## src/ccsm_pkg.sv

```systemverilog
// Shared types, character codes and scan mode codes for the comment and string masker.
package ccsm_pkg;

	localparam int OBUF_DEPTH_DEF = 4;

	localparam logic [2:0] MODE_PLAIN = 3'd0;
	localparam logic [2:0] MODE_SLASH = 3'd1;
	localparam logic [2:0] MODE_LINE  = 3'd2;
	localparam logic [2:0] MODE_BLOCK = 3'd3;
	localparam logic [2:0] MODE_QUOTE = 3'd4;

	localparam logic [7:0] CH_NL    = 8'h0A;
	localparam logic [7:0] CH_SPACE = 8'h20;
	localparam logic [7:0] CH_SLASH = 8'h2F;
	localparam logic [7:0] CH_STAR  = 8'h2A;
	localparam logic [7:0] CH_DQ    = 8'h22;
	localparam logic [7:0] CH_SQ    = 8'h27;
	localparam logic [7:0] CH_BSL   = 8'h5C;

	typedef struct packed {
		logic [2:0] mode;
		logic       quote_sq;
		logic       star;
		logic       esc;
	} scan_state_t;

	typedef struct packed {
		logic [7:0] data;
		logic       last;
	} result_t;

endpackage

```

## src/c_comment_string_masker.sv

```systemverilog
// Top level of the C comment and string literal masker.
//
// The block takes C source one byte per transfer on the s_ side and returns masked
// bytes on the m_ side: bytes of line comments, block comments and quoted literals,
// delimiters included, come out as spaces, everything else (and every newline) passes
// unchanged. A '/' in plain code is held until the next byte arrives, so one input
// transfer gives zero, one or two output transfers; m_tlast marks the last output
// caused by each input. A held slash at the end of the stream is released only by a
// further byte. The block accepts one byte per cycle whenever the output side is ready.
// A byte that releases a held slash gives two results, but the slash itself gave none,
// so results never outrun the one transfer per cycle of the output port; only output
// back-pressure stalls the input. From input to output a byte passes an input
// register, then the scan logic, which writes a four-entry result queue whose head
// drives the output.
// The scan state (mode, quote kind, pending star, pending escape) is a single register
// updated as each byte leaves the input register, so it waits for room in the queue.
module c_comment_string_masker
	import ccsm_pkg::*;
#(
	parameter int OBUF_DEPTH = OBUF_DEPTH_DEF
) (
	input  logic       clk,
	input  logic       arst_n,
	input  logic       s_tvalid,
	output logic       s_tready,
	input  logic [7:0] s_tdata,   // src_byte [7:0]
	output logic       m_tvalid,
	input  logic       m_tready,
	output logic [7:0] m_tdata,   // masked_byte [7:0]
	output logic       m_tlast    // last_of_run
);

	// Input register.
	logic        valid_s1;
	logic [7:0]  data_s1;

	// Scan state carried from byte to byte.
	scan_state_t state_q;
	scan_state_t state_d;

	logic [1:0]  res_n;
	result_t     res0;
	result_t     res1;
	logic        room2;
	logic        advance;
	logic [1:0]  push_n;

	// A byte leaves the input register once the queue can take two results.
	assign advance  = valid_s1 && room2;
	assign s_tready = !valid_s1 || advance;
	assign push_n   = advance ? res_n : 2'd0;

	always_ff @(posedge clk) begin
		if (s_tvalid && s_tready) begin
			data_s1 <= s_tdata;
		end
	end

	always_ff @(posedge clk or negedge arst_n) begin
		if (!arst_n) begin
			valid_s1 <= 1'b0;
			state_q  <= '{mode: MODE_PLAIN, quote_sq: 1'b0, star: 1'b0, esc: 1'b0};
		end else begin
			if (s_tready) begin
				valid_s1 <= s_tvalid;
			end
			if (advance) begin
				state_q <= state_d;
			end
		end
	end

	ccsm_scan u_scan (
		.data  (data_s1),
		.st    (state_q),
		.nxt   (state_d),
		.res_n (res_n),
		.res0  (res0),
		.res1  (res1)
	);

	ccsm_obuf #(
		.DEPTH (OBUF_DEPTH)
	) u_obuf (
		.clk      (clk),
		.arst_n   (arst_n),
		.push_n   (push_n),
		.d0       (res0),
		.d1       (res1),
		.room2    (room2),
		.m_tvalid (m_tvalid),
		.m_tready (m_tready),
		.m_tdata  (m_tdata),
		.m_tlast  (m_tlast)
	);

	// A stalled byte stays in the input register.
	a_s1_hold: assert property (@(posedge clk) disable iff (!arst_n)
		(valid_s1 && !advance) |=> (valid_s1 && $stable(data_s1)))
		else $error("input register lost a stalled byte");

	// A newline clears the pending star and escape.
	a_nl_clears: assert property (@(posedge clk) disable iff (!arst_n)
		(advance && data_s1 == CH_NL) |=> (!state_q.star && !state_q.esc))
		else $error("newline left star or escape pending");

	// Only a held slash may be followed by a byte that gives two results.
	a_two_needs_slash: assert property (@(posedge clk) disable iff (!arst_n)
		(advance && res_n == 2'd2) |-> (state_q.mode == MODE_SLASH))
		else $error("two results without a held slash");

endmodule

```

## src/ccsm_scan.sv

```systemverilog
// Next-state and result logic for one source byte of the masker.
module ccsm_scan
	import ccsm_pkg::*;
(
	input  logic [7:0]  data,
	input  scan_state_t st,
	output scan_state_t nxt,
	output logic [1:0]  res_n,
	output result_t     res0,
	output result_t     res1
);

	// Treatment of a byte met in plain code.
	logic       p_emit;
	logic [7:0] p_data;
	logic [2:0] p_mode;
	logic       p_quote;

	always_comb begin
		p_emit  = 1'b1;
		p_data  = data;
		p_mode  = MODE_PLAIN;
		p_quote = 1'b0;
		if (data == CH_SLASH) begin
			p_emit = 1'b0;
			p_mode = MODE_SLASH;
		end else if (data == CH_DQ || data == CH_SQ) begin
			p_data  = CH_SPACE;
			p_mode  = MODE_QUOTE;
			p_quote = 1'b1;
		end
	end

	logic [7:0] d0;
	logic [7:0] d1;

	always_comb begin
		nxt   = st;
		res_n = 2'd0;
		d0    = CH_SPACE;
		d1    = CH_SPACE;
		if (data == CH_NL) begin
			if (st.mode == MODE_SLASH) begin
				res_n = 2'd2;
				d0    = CH_SLASH;
				d1    = CH_NL;
			end else begin
				res_n = 2'd1;
				d0    = CH_NL;
			end
			if (st.mode != MODE_BLOCK) begin
				nxt.mode = MODE_PLAIN;
			end
			nxt.star = 1'b0;
			nxt.esc  = 1'b0;
		end else begin
			unique case (st.mode)
				MODE_SLASH: begin
					if (data == CH_SLASH) begin
						res_n    = 2'd2;
						nxt.mode = MODE_LINE;
					end else if (data == CH_STAR) begin
						res_n    = 2'd2;
						nxt.mode = MODE_BLOCK;
						nxt.star = 1'b0;
					end else begin
						d0       = CH_SLASH;
						d1       = p_data;
						res_n    = p_emit ? 2'd2 : 2'd1;
						nxt.mode = p_mode;
						if (p_quote) begin
							nxt.quote_sq = (data == CH_SQ);
							nxt.esc      = 1'b0;
						end
					end
				end
				MODE_LINE: begin
					res_n = 2'd1;
				end
				MODE_BLOCK: begin
					res_n = 2'd1;
					if (data == CH_SLASH && st.star) begin
						nxt.mode = MODE_PLAIN;
						nxt.star = 1'b0;
					end else begin
						nxt.star = (data == CH_STAR);
					end
				end
				MODE_QUOTE: begin
					res_n = 2'd1;
					if (st.esc) begin
						nxt.esc = 1'b0;
					end else if (data == CH_BSL) begin
						nxt.esc = 1'b1;
					end else if (data == (st.quote_sq ? CH_SQ : CH_DQ)) begin
						nxt.mode = MODE_PLAIN;
					end
				end
				default: begin
					d0       = p_data;
					res_n    = p_emit ? 2'd1 : 2'd0;
					nxt.mode = p_mode;
					if (p_quote) begin
						nxt.quote_sq = (data == CH_SQ);
						nxt.esc      = 1'b0;
					end
				end
			endcase
		end
	end

	assign res0.data = d0;
	assign res0.last = (res_n == 2'd1);
	assign res1.data = d1;
	assign res1.last = 1'b1;

endmodule

```

## src/ccsm_obuf.sv

```systemverilog
// Queue that takes up to two results a cycle and sends one a cycle when m_tready.
module ccsm_obuf
	import ccsm_pkg::*;
#(
	parameter int DEPTH = OBUF_DEPTH_DEF
) (
	input  logic       clk,
	input  logic       arst_n,
	input  logic [1:0] push_n,
	input  result_t    d0,
	input  result_t    d1,
	output logic       room2,
	output logic       m_tvalid,
	input  logic       m_tready,
	output logic [7:0] m_tdata,   // masked_byte [7:0]
	output logic       m_tlast
);

	localparam int PW = (DEPTH > 1) ? $clog2(DEPTH) : 1;
	localparam int CW = $clog2(DEPTH + 1);
	localparam logic [PW-1:0] LAST_IDX = PW'(DEPTH - 1);
	localparam logic [CW-1:0] FULL_CNT = CW'(DEPTH);
	localparam logic [CW-1:0] ROOM_CNT = CW'(DEPTH - 2);

	result_t       mem_q [DEPTH];
	logic [PW-1:0] wr_q;
	logic [PW-1:0] rd_q;
	logic [CW-1:0] cnt_q;

	logic [PW-1:0] wr1;
	logic [PW-1:0] wr2;
	logic [PW-1:0] rd1;
	logic          pop;

	assign wr1 = (wr_q == LAST_IDX) ? '0 : wr_q + 1'b1;
	assign wr2 = (wr1 == LAST_IDX) ? '0 : wr1 + 1'b1;
	assign rd1 = (rd_q == LAST_IDX) ? '0 : rd_q + 1'b1;

	assign m_tvalid = (cnt_q != '0);
	assign pop      = m_tvalid && m_tready;
	assign room2    = (cnt_q <= ROOM_CNT);
	assign m_tdata  = mem_q[rd_q].data;
	assign m_tlast  = mem_q[rd_q].last;

	always_ff @(posedge clk) begin
		if (push_n != 2'd0) begin
			mem_q[wr_q] <= d0;
		end
		if (push_n == 2'd2) begin
			mem_q[wr1] <= d1;
		end
	end

	always_ff @(posedge clk or negedge arst_n) begin
		if (!arst_n) begin
			wr_q  <= '0;
			rd_q  <= '0;
			cnt_q <= '0;
		end else begin
			unique case (push_n)
				2'd1:    wr_q <= wr1;
				2'd2:    wr_q <= wr2;
				default: wr_q <= wr_q;
			endcase
			if (pop) begin
				rd_q <= rd1;
			end
			cnt_q <= cnt_q + CW'(push_n) - CW'(pop);
		end
	end

	// The queue never overflows and never takes the unused push count.
	a_no_overflow: assert property (@(posedge clk) disable iff (!arst_n)
		cnt_q <= FULL_CNT)
		else $error("result queue count beyond its depth");

	a_push_fits: assert property (@(posedge clk) disable iff (!arst_n)
		(push_n != 2'd0) |-> (room2 && push_n != 2'd3))
		else $error("results pushed without room for two");

endmodule
```

## config.mk

```make
export PLATFORM = sky130hd
export DESIGN_NAME = c_comment_string_masker
export DESIGN_NICKNAME = d
export VERILOG_FILES = /design/src/ccsm_pkg.sv /design/src/c_comment_string_masker.sv /design/src/ccsm_scan.sv /design/src/ccsm_obuf.sv
export SDC_FILE = /design/constraint.sdc
export NUM_CORES = 1
export LEC_CHECK = 0
export BUFFER_PORTS_ARGS = -buffer_cell sky130_fd_sc_hd__buf_4
export CORE_ASPECT_RATIO = 1.75
export CORE_MARGIN = 2
export CORE_UTILIZATION = 40
export DETAILED_ROUTE_END_ITERATION = 16
export GPL_TIMING_DRIVEN = 0
export SLEW_MARGIN = 10
export SYNTH_ARGS = -nofsm -noshare
export SYNTH_HDL_FRONTEND = slang
export SYNTH_SLANG_ARGS = --single-unit
```

## constraint.sdc

```tcl
create_clock -name clk -period 7.1 [get_ports clk]
set_input_delay 0.71 -clock clk [delete_from_list [all_inputs] [get_ports clk]]
set_output_delay 0.71 -clock clk [all_outputs]
set_load 0.02 [all_outputs]
```

==> impl_metrics.csv <==
group,metric,value,unit
floorplanning,initial_core_util,40.7,%
place,place_ws,4.14,ns
yosys,syn_inst,303,
drt,dr_total_vias,2572,
worst_setup_path,path_max_fanout,7,
worst_setup_path,slowest_stage,"edfxtp_1",
place,routabilityCongestion,0.940,
sta,timing.fmax,335,MHz
sta,finalHoldViolCount,0,
pwr,p_leak,1.49,nW
cells_and_area,drive_gt1_share,20.2,%
cts,htreeDepth,3,
worst_setup_path,ff2ff_setup_slack,4.11,ns
sta,rsz0062_at_grt,"false",
yosys,synthFlopType,"edfxtp_1",
cells_and_area,nNetsFinal,361,
drt,wl_per_cell,18.8,um
cts,numCtsBuffers,9,
yosys,syn-num-nets,328,
cts,cts.sinks,58,
cts,postCtsHoldBufs,0,
floorplanning,core_area,8260,um2
worst_setup_path,crit_chain,"nor4b_4 > and2_4 > nand2b_1 > a31oi_2 > inv_1 > ha_1 > nand2_1 > and2_1 > a22oi_1 > nor2b_1",
worst_setup_path,arrival,3.05,ns
worst_setup_path,worstPathRequired,7.17,ns
yosys,syn_area,3360,um2
cts,root_buffer,"clkbuf_16",
cts,cts_tree,"built",
outcome,status,"finished, final reports clean",
sta,min_period_over_period,42.1,%
global_route,grt_usage,19.5,%
cts,post-cts-setup-buffer-count,0,
yosys,yosysSeqAreaShare,48.5,%
floorplanning,fp.dieW,73.3,um
drt,final_antenna_net_count,0,
sta,relSlewSlack,41.2,%
floorplanning,die_h,125,um
pwr,p_per_area,403,nW/um2
yosys,avgSynthCellArea,11.1,um2
drt,drc,0,
flow_run,maxCapViolCount,0,
cts,ctsLongestPathBuffers,2,
sta,final_max_slew_viol_count,0,
place,io_buffer_count,22,
cells_and_area,fillers,754,
sta,finalWorstSetupSlack,4.11,ns
yosys,synth_warnings,0,
yosys,synth-seq-cells,58,
drt,firstDrtPassIters,4,
min_path,hp-class,"in -> async",
cells_and_area,fin_util,47.6,%
yosys,async_flop_share,24.1,%
cells_and_area,multi_input_area,1580,um2
drt,drt_iter0_drc,222,
drt,via_per_inst,5.94,
global_route,grt_max_degree,15,
worst_setup_path,critPathCaptureType,"flip-flop",
place,hpwlAfterDp,6320,um
pwr,vdd_drop_max,0.172,mV
sta,finalSetupViolCount,0,
global_route,grt_pass1_wl,13200,um
floorplanning,rows,44,
sta,worst_clock_skew,0.00816,ns
cts,post_cts_resized,0,
drt,wl,8140,um
global_route,antenna_found_initial,0,
cells_and_area,diodes,0,
yosys,synth_edf_count,40,
worst_setup_path,critPathKind,"reg -> reg",
sta,period_needed,2.99,ns
global_route,grt_overflow,0,
cells_and_area,regArea,1630,um2
sta,tightest_slew,0.879,ns
floorplanning,die-area,9180,um2
cts,clkTransAtPathRegs,0.06,ns
sta,fin_setup_tns,0,ns
pwr,finalPower,1.58,mW
cells_and_area,syn_to_final_growth,16.9,%
cts,insertion_delay,0.34,ns
worst_setup_path,cp-start-kind,"flip-flop",
yosys,synth_cell_type_count,60,
floorplanning,io_pins,23,
worst_setup_path,critical-path-max-stage-delay,0.49,ns
global_route,grt_pass1_vias,2625,
[layout make-up]
type,count,share of cell area (%)
plain buffers,17,2.45
clock buffers,10,5.83
clock inverters,6,1.46
inverters,14,1.34
multi-input cells,214,40.3
flip-flops and latches,58,41.5
well taps,92,2.93
repair buffers,22,4.20
[placed cells by master (no fill, tap or decap), types with 9 or more instances in the layout]
cell type and n:
clkbuf_16 9, o21ai_0 14, edfxtp_1 40, nand3_1 13, nand2_1 28, mux4_2 9
ha_1 12, o22ai_1 9, inv_1 14, buf_4 24, dfrtp_1 14, a21oi_1 12
and2_1 16
[metal layers]
layer  global-route usage (%)  share of wire, %  wire length [um]
met5                        0                 0                 0
met4                     13.5               3.9               316
met3                     3.22               3.6               296
met2                     34.3                56              4590
met1                     20.0                36              2930
[logic make-up after synthesis]
kind of cell	Yosys count	share of synthesized area [%]
flip-flops	58	48.5
adder cells (fa/ha/maj)	13	5.06
AND/OR/NAND/NOR	105	17.6
buffers and inverters	31	4.43
XOR/XNOR	4	1.04
multiplexers	11	6.70
AO/OA/AOI/OAI	81	16.6
[report_power, final]
part / internal [mW] / switching, mW / total (mW)
Sequential: 0.463 / 0.0545 / 0.518
Clock: 0.268 / 0.147 / 0.415
Combinational: 0.268 / 0.383 / 0.651
[synth_stat cells (3+ instances only)]
library cell | number | share of area, %
xnor2_1 | 4 | 1.0
dfrtp_1 | 14 | 10
a21oi_1 | 12 | 1.8
a21o_1 | 4 | 0.89
o21ai_0 | 14 | 2.1
inv_1 | 14 | 1.6
o22ai_1 | 9 | 1.7
a31oi_1 | 5 | 0.93
o21ai_1 | 3 | 0.45
clkbuf_1 | 5 | 0.56
nand2_1 | 28 | 3.1
nor2_1 | 8 | 0.89
dfxtp_1 | 4 | 2.4
nand2b_1 | 4 | 0.74
and3_1 | 4 | 0.74
nand3_1 | 13 | 1.9
mux4_2 | 9 | 6.0
o31ai_1 | 3 | 0.67
ha_1 | 12 | 4.5
nor3_1 | 7 | 1.0
or3_1 | 3 | 0.56
a22oi_1 | 3 | 0.67
o32ai_1 | 4 | 1.0
nor2b_1 | 8 | 1.5
edfxtp_1 | 40 | 36
and2_1 | 16 | 3.0
buf_2 | 8 | 1.2
a21oi_2 | 3 | 0.78
[stage by stage]
step | hold slack, ns | cells | instance area [um2]
2_1_floorplan | 0.414 | 303 | 3360
3_3_place_gp | 0.489 | 417 | 3640
3_5_place_dp | 0.483 | 417 | 3640
4_1_cts | 0.228 | 433 | 3930
5_1_grt | 0.239 | 433 | 3930
6_report | 0.229 | 433 | 3930
[registers in the layout, indices dropped and copies added, names as in the netlist]
name          cells
u_obuf.mem_q     36
state_q           6
u_obuf.cnt_q      3
valid_s1          1
u_obuf.rd_q       2
u_obuf.wr_q       2
data_s1           8
[worst paths after layout]
| check | from | to | depth (start not counted) |
|---|---|---|---|
| min | arst_n | state_q[5] | 1 |
| min reg2reg | u_obuf.mem_q[0][0] | u_obuf.mem_q[0][0] | 1 |
| max | data_s1[6] | u_obuf.mem_q[2][5] | 10 |
| min in group clk | u_obuf.mem_q[0][0] | u_obuf.mem_q[0][0] | 1 |
| max in group asynchronous | arst_n | u_obuf.cnt_q[2] | 1 |
| max reg2reg | data_s1[6] | u_obuf.mem_q[2][5] | 10 |
[critical path: cells and delay by family, from the launching register on]
| kind | cells | cell delay (ns) |
|---|---|---|
| buffers and inverters | 1 | 0.09 |
| DFF | 1 | 0.49 |
| adders and majority gates | 1 | 0.19 |
| and+or+nand+nor | 6 | 1.38 |
| AOI/OAI and AO/OA | 2 | 0.57 |
No activity file was read; power rests on OpenSTA's default activity.
